### src/rtl/tacr_pkg.sv
// Package: shared types and codes for the sorted timer action queue.
package tacr_pkg;

   localparam logic [1:0] OP_ADD    = 2'd0;
   localparam logic [1:0] OP_REMOVE = 2'd1;
   localparam logic [1:0] OP_EXPIRE = 2'd2;

   localparam logic [1:0] KIND_ADD     = 2'd0;
   localparam logic [1:0] KIND_REMOVE  = 2'd1;
   localparam logic [1:0] KIND_FIRED   = 2'd2;
   localparam logic [1:0] KIND_COMPARE = 2'd3;

   typedef struct packed {
      logic [1:0]  op;
      logic [31:0] delay;
      logic [7:0]  handle;
      logic [63:0] now_time;
   } req_type;

   typedef struct packed {
      logic [1:0]  kind;
      logic        ok;
      logic [7:0]  fired_handle;
      logic [31:0] compare_value;
      logic        compare_armed;
      logic        last;
   } rsp_type;

   typedef struct packed {
      logic le;
      logic eq;
   } cmp_res_type;

   typedef enum logic [1:0] {
      ST_IDLE,
      ST_ADD,
      ST_REM,
      ST_EXP
   } state_type;

endpackage

### src/rtl/tacr_cmp.sv
// Shared compare unit: entry time against key time, entry handle against key handle.
module tacr_cmp
   import tacr_pkg::*;
(
   input  logic [63:0] entry_time,
   input  logic [7:0]  entry_handle,
   input  logic [63:0] key_time,
   input  logic [7:0]  key_handle,
   output cmp_res_type res
);

   assign res.le = (entry_time <= key_time);
   assign res.eq = (entry_handle == key_handle);

endmodule

### src/rtl/timer_action_queue_compare_rearm.sv
// Top level: sorted timer action queue with compare re-arm.
//
// Issue an item by raising start while busy is low; the item is taken at that
// clock edge and busy stays high until its work is done. Add, remove and
// expire items walk the queue one entry per cycle through a single shared
// time/handle compare unit, selected by a scan index.
// Add: steps past each entry at or before the new time and inserts there, or
// refuses when the queue is full. Remove: steps up to the matching handle or
// the end of the queue. Expire: pops each due head entry, then reports the
// compare status. An unused op code leaves busy low and gives no result.
// Each result is shown on rsp_item for one cycle with rsp_strobe high, in the
// cycle after the one that produces it; the last result of an item has
// last set. Expire gives one fired result per popped entry with a nonzero
// handle, then a compare status result. The receiver cannot stall the block;
// a new item may be issued while the final result is still on the outputs.
// Reset empties the queue and drops any item in progress; entry storage
// itself is not cleared.
module timer_action_queue_compare_rearm
   import tacr_pkg::*;
#(
   parameter int DEPTH = 4
) (
   input  logic    clock,
   input  logic    reset,
   input  logic    start,
   output logic    busy,
   input  req_type req_item,
   output logic    rsp_strobe,
   output rsp_type rsp_item
);

   localparam int CW = $clog2(DEPTH + 1);

   state_type state_ff, state_in;

   logic [63:0]   time_ff [DEPTH];
   logic [7:0]    hdl_ff  [DEPTH];
   logic [CW-1:0] count_ff, count_in;
   logic [CW-1:0] idx_ff, idx_in;
   logic [63:0]   key_ff, key_in;
   logic [7:0]    key_hdl_ff, key_hdl_in;
   logic          rsp_valid_ff, rsp_valid_in;
   rsp_type       rsp_ff, rsp_in;

   logic          ins_en;
   logic          del_en;
   logic [63:0]   sel_time;
   logic [7:0]    sel_hdl;
   cmp_res_type   cmp_res;
   logic          at_end;
   logic          full;
   logic          head_due;

   always_comb begin
      sel_time = '0;
      sel_hdl  = '0;
      for (int k = 0; k < DEPTH; k++) begin
         if (idx_ff == CW'(k)) begin
            sel_time = time_ff[k];
            sel_hdl  = hdl_ff[k];
         end
      end
   end

   tacr_cmp u_cmp (
      .entry_time   (sel_time),
      .entry_handle (sel_hdl),
      .key_time     (key_ff),
      .key_handle   (key_hdl_ff),
      .res          (cmp_res)
   );

   assign at_end   = (idx_ff == count_ff);
   assign full     = (count_ff == CW'(DEPTH));
   assign head_due = (count_ff != '0) && cmp_res.le;
   assign busy     = (state_ff != ST_IDLE);

   always_comb begin
      state_in = state_ff;
      case (state_ff)
         ST_IDLE: begin
            if (start) begin
               case (req_item.op)
                  OP_ADD:    state_in = ST_ADD;
                  OP_REMOVE: state_in = ST_REM;
                  OP_EXPIRE: state_in = ST_EXP;
                  default:   state_in = ST_IDLE;
               endcase
            end
         end
         ST_ADD: begin
            if (full || at_end || !cmp_res.le) state_in = ST_IDLE;
         end
         ST_REM: begin
            if (at_end || cmp_res.eq) state_in = ST_IDLE;
         end
         ST_EXP: begin
            if (!head_due) state_in = ST_IDLE;
         end
         default: state_in = ST_IDLE;
      endcase
   end

   always_comb begin
      key_in       = key_ff;
      key_hdl_in   = key_hdl_ff;
      idx_in       = idx_ff;
      count_in     = count_ff;
      ins_en       = 1'b0;
      del_en       = 1'b0;
      rsp_valid_in = 1'b0;
      rsp_in       = '0;
      case (state_ff)
         ST_IDLE: begin
            if (start) begin
               key_in     = req_item.now_time
                          + ((req_item.op == OP_ADD) ? {32'b0, req_item.delay} : 64'b0);
               key_hdl_in = req_item.handle;
               idx_in     = '0;
            end
         end
         ST_ADD: begin
            rsp_in.kind = KIND_ADD;
            rsp_in.last = 1'b1;
            if (full) begin
               rsp_valid_in = 1'b1;
            end else if (at_end || !cmp_res.le) begin
               ins_en       = 1'b1;
               count_in     = count_ff + CW'(1);
               rsp_valid_in = 1'b1;
               rsp_in.ok    = 1'b1;
               if (idx_ff == '0) begin
                  rsp_in.compare_value = key_ff[31:0];
                  rsp_in.compare_armed = 1'b1;
               end
            end else begin
               idx_in = idx_ff + CW'(1);
            end
         end
         ST_REM: begin
            rsp_in.kind = KIND_REMOVE;
            rsp_in.last = 1'b1;
            if (at_end) begin
               rsp_valid_in = 1'b1;
            end else if (cmp_res.eq) begin
               del_en       = 1'b1;
               count_in     = count_ff - CW'(1);
               rsp_valid_in = 1'b1;
               rsp_in.ok    = 1'b1;
            end else begin
               idx_in = idx_ff + CW'(1);
            end
         end
         ST_EXP: begin
            rsp_in.ok = 1'b1;
            if (head_due) begin
               del_en              = 1'b1;
               count_in            = count_ff - CW'(1);
               rsp_valid_in        = (sel_hdl != '0);
               rsp_in.kind         = KIND_FIRED;
               rsp_in.fired_handle = sel_hdl;
            end else begin
               rsp_valid_in = 1'b1;
               rsp_in.kind  = KIND_COMPARE;
               rsp_in.last  = 1'b1;
               if (count_ff != '0) begin
                  rsp_in.compare_value = sel_time[31:0];
                  rsp_in.compare_armed = 1'b1;
               end
            end
         end
         default: begin
            rsp_in = '0;
         end
      endcase
   end

   always_ff @(posedge clock) begin
      if (reset) begin
         state_ff     <= ST_IDLE;
         count_ff     <= '0;
         idx_ff       <= '0;
         rsp_valid_ff <= 1'b0;
      end else begin
         state_ff     <= state_in;
         count_ff     <= count_in;
         idx_ff       <= idx_in;
         rsp_valid_ff <= rsp_valid_in;
      end
   end

   always_ff @(posedge clock) begin
      key_ff     <= key_in;
      key_hdl_ff <= key_hdl_in;
      rsp_ff     <= rsp_in;
      if (ins_en) begin
         for (int k = 0; k < DEPTH; k++) begin
            if (CW'(k) == idx_ff) begin
               time_ff[k] <= key_ff;
               hdl_ff[k]  <= key_hdl_ff;
            end
         end
         for (int k = 1; k < DEPTH; k++) begin
            if (CW'(k) > idx_ff && CW'(k) <= count_ff) begin
               time_ff[k] <= time_ff[k-1];
               hdl_ff[k]  <= hdl_ff[k-1];
            end
         end
      end
      if (del_en) begin
         for (int k = 0; k < DEPTH - 1; k++) begin
            if (CW'(k) >= idx_ff && CW'(k + 1) < count_ff) begin
               time_ff[k] <= time_ff[k+1];
               hdl_ff[k]  <= hdl_ff[k+1];
            end
         end
      end
   end

   assign rsp_strobe = rsp_valid_ff;
   assign rsp_item   = rsp_ff;

`ifndef SYNTHESIS
   a_count_bound: assert property (@(posedge clock) disable iff (reset)
      count_ff <= CW'(DEPTH))
      else $error("queue count above depth");

   a_count_step: assert property (@(posedge clock) disable iff (reset)
      !$past(reset) |-> (count_ff == $past(count_ff)) || (count_ff == $past(count_ff) + CW'(1))
                     || (count_ff == $past(count_ff) - CW'(1)))
      else $error("queue count moved by more than one");

   a_single_result: assert property (@(posedge clock) disable iff (reset)
      rsp_strobe && (rsp_item.kind == KIND_ADD || rsp_item.kind == KIND_REMOVE)
      |-> rsp_item.last)
      else $error("add or remove result without last");

   a_fired_handle: assert property (@(posedge clock) disable iff (reset)
      rsp_strobe && rsp_item.kind == KIND_FIRED |-> rsp_item.fired_handle != 8'd0
                                                  && !rsp_item.last)
      else $error("fired result with no callback or marked last");

   a_idle_quiet: assert property (@(posedge clock) disable iff (reset)
      state_ff == ST_IDLE |=> !rsp_strobe)
      else $error("result produced from idle");
`endif

endmodule

### config.mk
export PLATFORM = sky130hd
export DESIGN_NAME = timer_action_queue_compare_rearm
export DESIGN_NICKNAME = d
export VERILOG_FILES = /design/src/rtl/tacr_pkg.sv /design/src/rtl/tacr_cmp.sv /design/src/rtl/timer_action_queue_compare_rearm.sv
export SDC_FILE = /design/constraint.sdc
export NUM_CORES = 1
export LEC_CHECK = 0
export BUFFER_PORTS_ARGS = -buffer_cell sky130_fd_sc_hd__buf_4
export CORE_UTILIZATION = 35
export DETAILED_ROUTE_END_ITERATION = 16
export GPL_ROUTABILITY_DRIVEN = 0
export GPL_TIMING_DRIVEN = 0
export SETUP_SLACK_MARGIN = 0.1
export SLEW_MARGIN = 20
export SYNTH_ARGS = -nofsm -noshare
export SYNTH_HDL_FRONTEND = slang
export SYNTH_SLANG_ARGS = --single-unit
### constraint.sdc
create_clock -name clock -period 7.1 [get_ports clock]
set_input_delay 0.71 -clock clock [delete_from_list [all_inputs] [get_ports clock]]
set_output_delay 0.71 -clock clock [all_outputs]
set_load 0.01 [all_outputs]
After elaboration in Yosys (flattened, before gate mapping):

Memories as Yosys holds them, arrays and structs flattened.
Index checks and enable logic that the tools add are counted.

* equal/unequal tests: 25
* reductions and logical operators: 26
* bitwise operators: 12
* $add $sub $neg: 4
* multiplexer cells: 89
* magnitude comparators: 13

Operator list (number)
* 2-to-1 mux 64 bit: 10
* 2-to-1 mux 33 bit: 4
* 2-to-1 mux 8 bit: 10
* case mux 33 bit (2 select lines): 1
* adder 64 x 32 -> 64 bit: 1
* <= comparator 64 bit: 1
* 2-to-1 mux 1 bit: 40
* 2-to-1 mux 34 bit: 1
* 2-to-1 mux 32 bit: 1
* 2-to-1 mux 3 bit: 10
* case mux 3 bit (3 select lines): 3
* != test 2 bit (second input constant): 11
* bitwise OR 1 bit: 12
* AND reduction 6 bit: 2
* nonzero test 3 bit: 3
* equality test 8 bit: 1
* 2-to-1 mux 2 bit: 4
* case mux 2 bit (4 select lines): 1
* nonzero test 8 bit: 1
* logical AND 1 bit: 7
* adder 3 x 1 -> 3 bit (second input constant): 2
* equality test 2 bit (second input constant): 3
* equality test 2 x 3 -> 1 bit (first input constant): 2
* equality test 3 x 2 -> 1 bit (second input constant): 2
* 25 further kinds: 36

* logic and storage cells: 183
* memory bits (writable): 288
* output and inout bits: 47
* memories kept: 2
* bits of input ports: 109
* register bits: 126

Memories
* time_ff: depth 4, bits a word 64, read ports 4, clocked after memory_dff 0, write ports 4, line timer_action_queue_compare_rearm.sv:36 `logic [63:0] time_ff [DEPTH];`
* hdl_ff: depth 4, bits a word 8, read ports 4, clocked after memory_dff 0, write ports 4, line timer_action_queue_compare_rearm.sv:37 `logic [7:0] hdl_ff [DEPTH];`

Longest topological paths before layout:

Gate-level depths: netlist of the first run.

* depth in word-level cells: 15
* mapped depth: 24
* gate-level depth less buffers: 17

Modules after synthesis:

A second synthesis of the first run with hierarchy kept.

* cells, all modules: 2358
* area, all modules: 24583.6 um^2

By module, submodules not included
* timer_action_queue_compare_rearm: area an instance 22841.9 um^2, cells each 2118, times used 1
* tacr_cmp: area an instance 1741.7 um^2, cells each 240, times used 1

Worst setup path before layout of the first run:

No wires, ideal clock.

* path kind: reg-to-reg
* start: register idx_ff[0]
* end: memory hdl_ff[3][0] (enable)
* stages on the path, launching flop included: 23
* period minus slack after synthesis: 7741 ps
* data arrival time: 7238 ps
* path buffers: 8
* slack: -641 ps
* path through: dfxtp_1 > buf_2 > buf_2 > inv_1 > ha_1 > nor2b_1 > clkbuf_1 > buf_1 > buf_1 > buf_1 > a21oi_1 > a21oi_1 > o21ai_0 > ha_1 > nand4_1 > nor4_2 > nand4_1 > a31oi_1 > or4_1 > nand3_1 > clkbuf_1 > clkbuf_1 > nor2_1

RTL lines
* start: declaration: line timer_action_queue_compare_rearm.sv:39 `logic [CW-1:0] idx_ff, idx_in;`
* start signal: assignment: line timer_action_queue_compare_rearm.sv:187 `idx_ff <= idx_in;`
* end: declaration: line timer_action_queue_compare_rearm.sv:37

==> results of run 1 <==
sequential cells by signal, indices dropped and copies added (netlist names):
signal      flops
time_ff       256
key_ff         64
rsp_item       45
hdl_ff         32
key_hdl_ff      8
count_ff        3
idx_ff          3
state_ff        2
rsp_strobe      1
placed cells by master (no fill, tap or decap), types with 7 or more instances in the layout:
cell type	instances
mux2_2	75
and3_1	13
inv_1	99
dfxtp_1	54
ha_1	109
o21ai_0	235
o21a_1	9
buf_12	7
a31oi_1	158
nand2_1	190
a21o_1	25
and2_1	39
buf_2	48
xor2_1	26
a211oi_1	150
nor2_1	53
a22o_1	31
clkbuf_16	50
clkbuf_4	7
nand3_1	251
nor4_1	8
clkbuf_1	145
buf_4	175
and3b_1	9
clkinv_2	10
edfxtp_1	360
mux2_1	72
xnor2_1	39
nor2b_1	20
o21bai_1	8
o211ai_1	15
a21oi_1	189
nor3_1	15
nand4_1	28
clkbuf_2	18
buf_1	10
final cells by class:
| class | count | area [um^2] | area share, % |
|---|---|---|---|
| Sequential cell | 414 | 11900 | 39.8 |
| Clock inverter | 18 | 151 | 0.506 |
| Clock buffer | 69 | 1380 | 4.62 |
| Buffer | 221 | 963 | 3.22 |
| Inverter | 99 | 372 | 1.24 |
| Timing Repair Buffer | 180 | 1500 | 5.02 |
| Multi-Input combinational cell | 1865 | 12500 | 41.7 |
| Tap cell | 950 | 1190 | 3.97 |
metal layers:
layer | up-vias | GRT usage (%) | wire, um
li1 | 10400 | - | -
met1 | 10900 | 32.0 | 37400
met2 | 1260 | 37.1 | 40600
met3 | 211 | 5.11 | 8800
met4 | 0 | 9.11 | 3410
met5 | - | 0 | 0
cells by family (layout without fill, tap and decap cells):
group           count (synthesis)  count (layout)  synth area share (%)
simple gates                  664             668                  12.9
compound gates                871             871                  21.0
flops                         414             414                  46.7
fa+ha+maj                     110             110                  5.43
mux                           151             151                  6.66
buf+inv                       322             587                  5.04
xor+xnor                       65              65                  2.24
final timing paths:
path                start             end  cells after the start
min reg2reg   state_ff[0]    rsp_item[43]                      1
min          req_item[64]   key_hdl_ff[0]                      1
max             idx_ff[0]  time_ff[2][23]                     26
max reg2reg     idx_ff[0]  time_ff[2][23]                     26
power breakdown:
part	total (mW)	internal, mW	switching [mW]
combinational	1.42	0.508	0.913
clock	2.47	1.42	1.05
sequential	2.93	2.81	0.120
worst max-delay path, delay by kind of cell, from the launching register on:
| family | cells | cell delay, ns |
|---|---|---|
| adders and majority gates | 2 | 0.56 |
| and+or+nand+nor | 6 | 1.03 |
| AOI/OAI and AO/OA | 6 | 1.44 |
| DFF | 1 | 0.31 |
| buffers and inverters | 12 | 3.14 |
metrics by stage:
step	setup WS, ns	util, %	setup TNS (ns)	instance area, um^2
2_1_floorplan	0.368	-	0	25500
3_3_place_gp	-4.71	38.8	-1486.10	27800
3_5_place_dp	-2.17	39.2	-844.29	28100
4_1_cts	0.134	41.6	0	29800
5_1_grt	0.0877	41.7	0	29900
6_report	0.298	41.7	0	29900
timing repair:
action                                  4_1_cts  5_1_grt
hold buffers                                  0        0
cloned                                        3        1
resized for setup                            37       31
setup buffers                                 5        5
pin swaps                                     5        1
endpoints found under the setup margin      628      512
==> flow_summary.yaml, run 1 <==
global_routing:
  overflow: 0
  grt_pass1_vias: 22000
  global_route.usage.total_pct: 23.8
  antenna_found_initial: 0
  grt_max_degree: 51
  grt_pass1_wl_um: 135000
route:
  drt_wl_total_um: 90200
  drc_errors: 0
  ant_nets: 0
  wl_per_cell_um: 23.6
  drtIter0Drc: 2682
  vias: 22800
  routed_via_density: 5.98
  drt_pass1_iterations: 6
yosys:
  synthTopCellsByArea: "edfxtp_1 (42%), ha_1 (5.4%), nand3_1 (4.9%)"
  synth.most_common_cell: "edfxtp_1"
  netlist_area_um2: 25500
  ys.flop_type: "edfxtp_1"
  syn_avg_cell_area_um2: 9.81
  async_reset_ff_share_pct: 0
  synth-edff-count: 360
  yosysWarnings: 0
  synth_nets: 2816
  synthDominantCellAreaShare_pct: 42.5
  ys_seq_elements: 414
  netlist.top_cell.by_area: "edfxtp_1"
  syn_inst: 2597
  synth_commonest_cells: "edfxtp_1 (360), nand3_1 (251), o21ai_0 (237)"
  ys_types: 66
  seq_area_frac_synth_pct: 46.7
cells_and_area:
  fillCellCount: 7055
  layout.cells.non_filler: 3816
  final_layout_size_suffix_gt1_share_pct: 15.4
  area_growth_pct: 17.4
  antenna_cells: 0
  fin_nets: 3048
run_status:
  status: "completed"
floorplanning:
  dieArea_um2: 73800
  die_h_um: 272
  floorplan.initialDensity_pct: 35.5
  core_area_um2: 71700
  io_pins: 156
  die_x_um: 272
  rows: 98
worst_setup_path:
  end_kind: "flip-flop"
  cp_common_cell: "buf_2"
  crit_fanout: 37
  crit_arrival_ns: 7.12
  crit_path_max_incr_delay_ns: 0.56
  critPathSlowestCell: "a21o_1"
  rrSetupSlack_ns: 0.30
  critical_path_class: "flip-flop to flip-flop"
  start_kind: "flip-flop"
  required_ns: 7.42
timing:
  max_slew_margin_pct: 36.8
  fmax_mhz: 147
  rsz0062_at_grt: "true"
  finalSetupViolations: 0
  whs_ns: 0.288
  finalClockSkew_ns: 0.0186
  worstMarginPinSlew_ns: 0.948
  slew_violations: 0
  min_period_ns: 6.80
  fin_crit_sh_pct: 95.8
  hold_violations: 0
power_and_ir_drop:
  leakagePower_nw: 10.5
  vdd_drop_max_mv: 0.162
  powerDensity_nw_per_um2: 228
  power_mw: 6.83
worst_hold_path:
  hp-class: "input pin to flip-flop"
clocking:
  clk_latency_ns: 0.60
  cts_tree: "done"
  cts_max_level: 2
  cts_inserted_buffers: 48
  cts.sinks: 414
  clk_pin_slew_ns: 0.06
  clk_path_buf_depth: 3
  root_buffer: "clkbuf_16"
placement:
  hpwl_um: 62600
  dp.cells: 3717
  io_buffers: 155
job:
  max-cap-violations: 0
No activity file was read; power rests on OpenSTA's default activity.
==> run 2: changes to the inputs <==
Settings changed: ABC_AREA set to 1.
==> run 2 against run 1 <==
Against the previous run:
- non-clock buffer count down 42
- sequential power increased by 21%
- wire length up 1.0%
- design area rose by 2.1%
- largest power group is now combinational cells
- cell count grew 19%
- count of clock-buffer cells in the layout decreased by 7
==> flow_summary.yaml, run 2 <==
timing:
  min_period_ns: 6.74
  fmax_mhz: 148
  finalSetupViolations: 0
  slew_violations: 0
  rsz0062_at_grt: "false"
  hold_violations: 0
  worstMarginPinSlew_ns: 1.03
  max_slew_margin_pct: 31.4
  whs_ns: 0.297
  finalClockSkew_ns: 0.0157
  fin_crit_sh_pct: 95.0
power_and_ir_drop:
  net-switching-power_mw: 5.01
  leakagePower_nw: 13.9
  p_seq_share_pct: 30.9
  power_mw: 11.5
  powerDensity_nw_per_um2: 376
  clock_power_share_pct: 20.7
  swShare_pct: 43.6
  vdd_drop_max_mv: 0.192
  p_int_mw: 6.48
  combinationalPowerShare_pct: 48.3
yosys:
  syn_avg_cell_area_um2: 7.86
  yosysWarnings: 0
  async_reset_ff_share_pct: 0
  synth.most_common_cell: "nand2_1"
  netlist.top_cell.by_area: "edfxtp_1"
  synth-edff-count: 360
  synthDominantCellAreaShare_pct: 41.3
  synth_commonest_cells: "nand2_1 (806), nand3_1 (479), inv_1 (457)"
  ys.flop_type: "edfxtp_1"
  ys_seq_elements: 414
  seq_area_frac_synth_pct: 45.4
  netlist_area_um2: 26200
  ys_types: 45
  synthTopCellsByArea: "edfxtp_1 (41%), nand2_1 (12%), nand3_1 (9.2%)"
  syn_inst: 3330
  synth_nets: 3549
route:
  ant_nets: 0
  wl_per_cell_um: 20.0
  vias: 24200
  drc_errors: 0
  routed_via_density: 5.32
  drtIter0Drc: 2851
  drt_pass1_iterations: 8
  drt_wl_total_um: 91200
worst_setup_path:
  required_ns: 7.37
  cp_common_cell: "nand2_1"
  crit_path_max_incr_delay_ns: 0.42
  critPathSlowestCell: "buf_2"
  critical_path_class: "flip-flop to flip-flop"
  crit_arrival_ns: 7.01
  crit_fanout: 33
  start_kind: "flip-flop"
  end_kind: "flip-flop"
cells_and_area:
  layout.cells.non_filler: 4559
  regMostFlops: "time_ff"
  largest_reg_flops: 256
  area_growth_pct: 16.6
  fin_nets: 3780
  design_area_um2: 30500
  mostFrequentLayoutCell: "nand2_1"
  final_cell_mix: "nand2_1 (804), nand3_1 (478), inv_1 (456)"
  final_layout_size_suffix_gt1_share_pct: 9.95
clocking:
  clk_path_buf_depth: 3
  cts.sinks: 414
  cts_hold_buf: 0
  root_buffer: "clkbuf_16"
  cts_max_level: 2
  cts_tree: "done"
  cts_inserted_buffers: 46
  clk_pin_slew_ns: 0.06
  clk_latency_ns: 0.59
placement:
  placed_area_um2: 29000
  io_buffers: 155
  hpwl_um: 67500
  dp.cells: 4471
global_routing:
  overflow: 0
  grt_max_degree: 40
  global_route.usage.total_pct: 23.7
  grt_pass1_wl_um: 136000
  antenna_found_initial: 2
  grt_pass1_vias: 22600
floorplanning:
  io_pins: 156
  dieArea_um2: 75900
  die_x_um: 276
  die_h_um: 276
  floorplan.initialDensity_pct: 35.6
  core_area_um2: 73500
  rows: 99
job:
  max-cap-violations: 0
worst_hold_path:
  hp-class: "input pin to flip-flop"
run_status:
  status: "completed"
run 2: per-layer routing:
metal  part of all wire [%]  track usage (%)  vias to the layer above
li1                       -                -                    11600
met4                    2.7             7.04                        0
met1                     42             32.7                    11300
met3                    9.1             3.46                      153
met5                      0                0                        -
met2                     46             38.2                     1185
run 2: timing repair:
item,4_1_cts,5_1_grt
endpoints found under the setup margin,201,134
setup buffers,1,0
endpoints found under the hold margin,0,0
cloned,1,0
resized for setup,6,5
pin swaps,1,0
run 2: area by class of cell:
type,count,area [um^2]
well taps,959,1200
plain buffers,176,963
clock inverters,23,153
inverters,460,1730
clock buffers,62,1310
flip-flops and latches,414,11900
fillers,7477,42900
repair buffers,183,1560
diodes,2,5.00
multi-input cells,2280,11700
run 2: worst max-delay path, delay by kind of cell, from the launching register on:
kind / cells / cell delay [ns]
and+or+nand+nor: 13 / 2.62
DFF: 1 / 0.33
adders and majority gates: 2 / 0.42
AOI/OAI and AO/OA: 3 / 0.40
buffers and inverters: 10 / 2.59
run 2: final timing paths:
path	from	endpoint	slack, ns	cells past startpoint
hold / removal	req_item[71]	key_hdl_ff[7]	0.30	1
setup reg to reg	idx_ff[0]	time_ff[0][33]	0.36	28
hold reg to reg	state_ff[1]	rsp_item[43]	0.52	2
setup / recovery	idx_ff[0]	time_ff[0][33]	0.36	28
run 2: logic make-up after synthesis:
| family | Yosys count | share of synthesized area (%) |
|---|---|---|
| xor+xnor | 66 | 2.21 |
| compound gates | 558 | 11.6 |
| buf+inv | 637 | 10.1 |
| flops | 414 | 45.4 |
| fa+ha+maj | 110 | 5.29 |
| simple gates | 1545 | 25.4 |
run 2: power groups by stage:
stage,Clock [mW],Sequential (mW),Combinational [mW]
CTS,2.41,3.54,5.50
floorplan,0,3.57,3.58
global placement,0,3.70,5.24
global route,2.49,3.59,6.18
detailed placement,0,3.59,5.45
finish,2.38,3.55,5.56
run 2: metrics by stage:
step / setup TNS [ns] / util, % / worst slack (ns)
3_3_place_gp: -1259.36 / 38.9 / -5.34
3_5_place_dp: -65.86 / 39.5 / -0.760
5_1_grt: 0 / 41.6 / 0.112
6_report: 0 / 41.6 / 0.356
2_1_floorplan: 0 / - / 0.101
4_1_cts: 0 / 41.5 / 0.0930
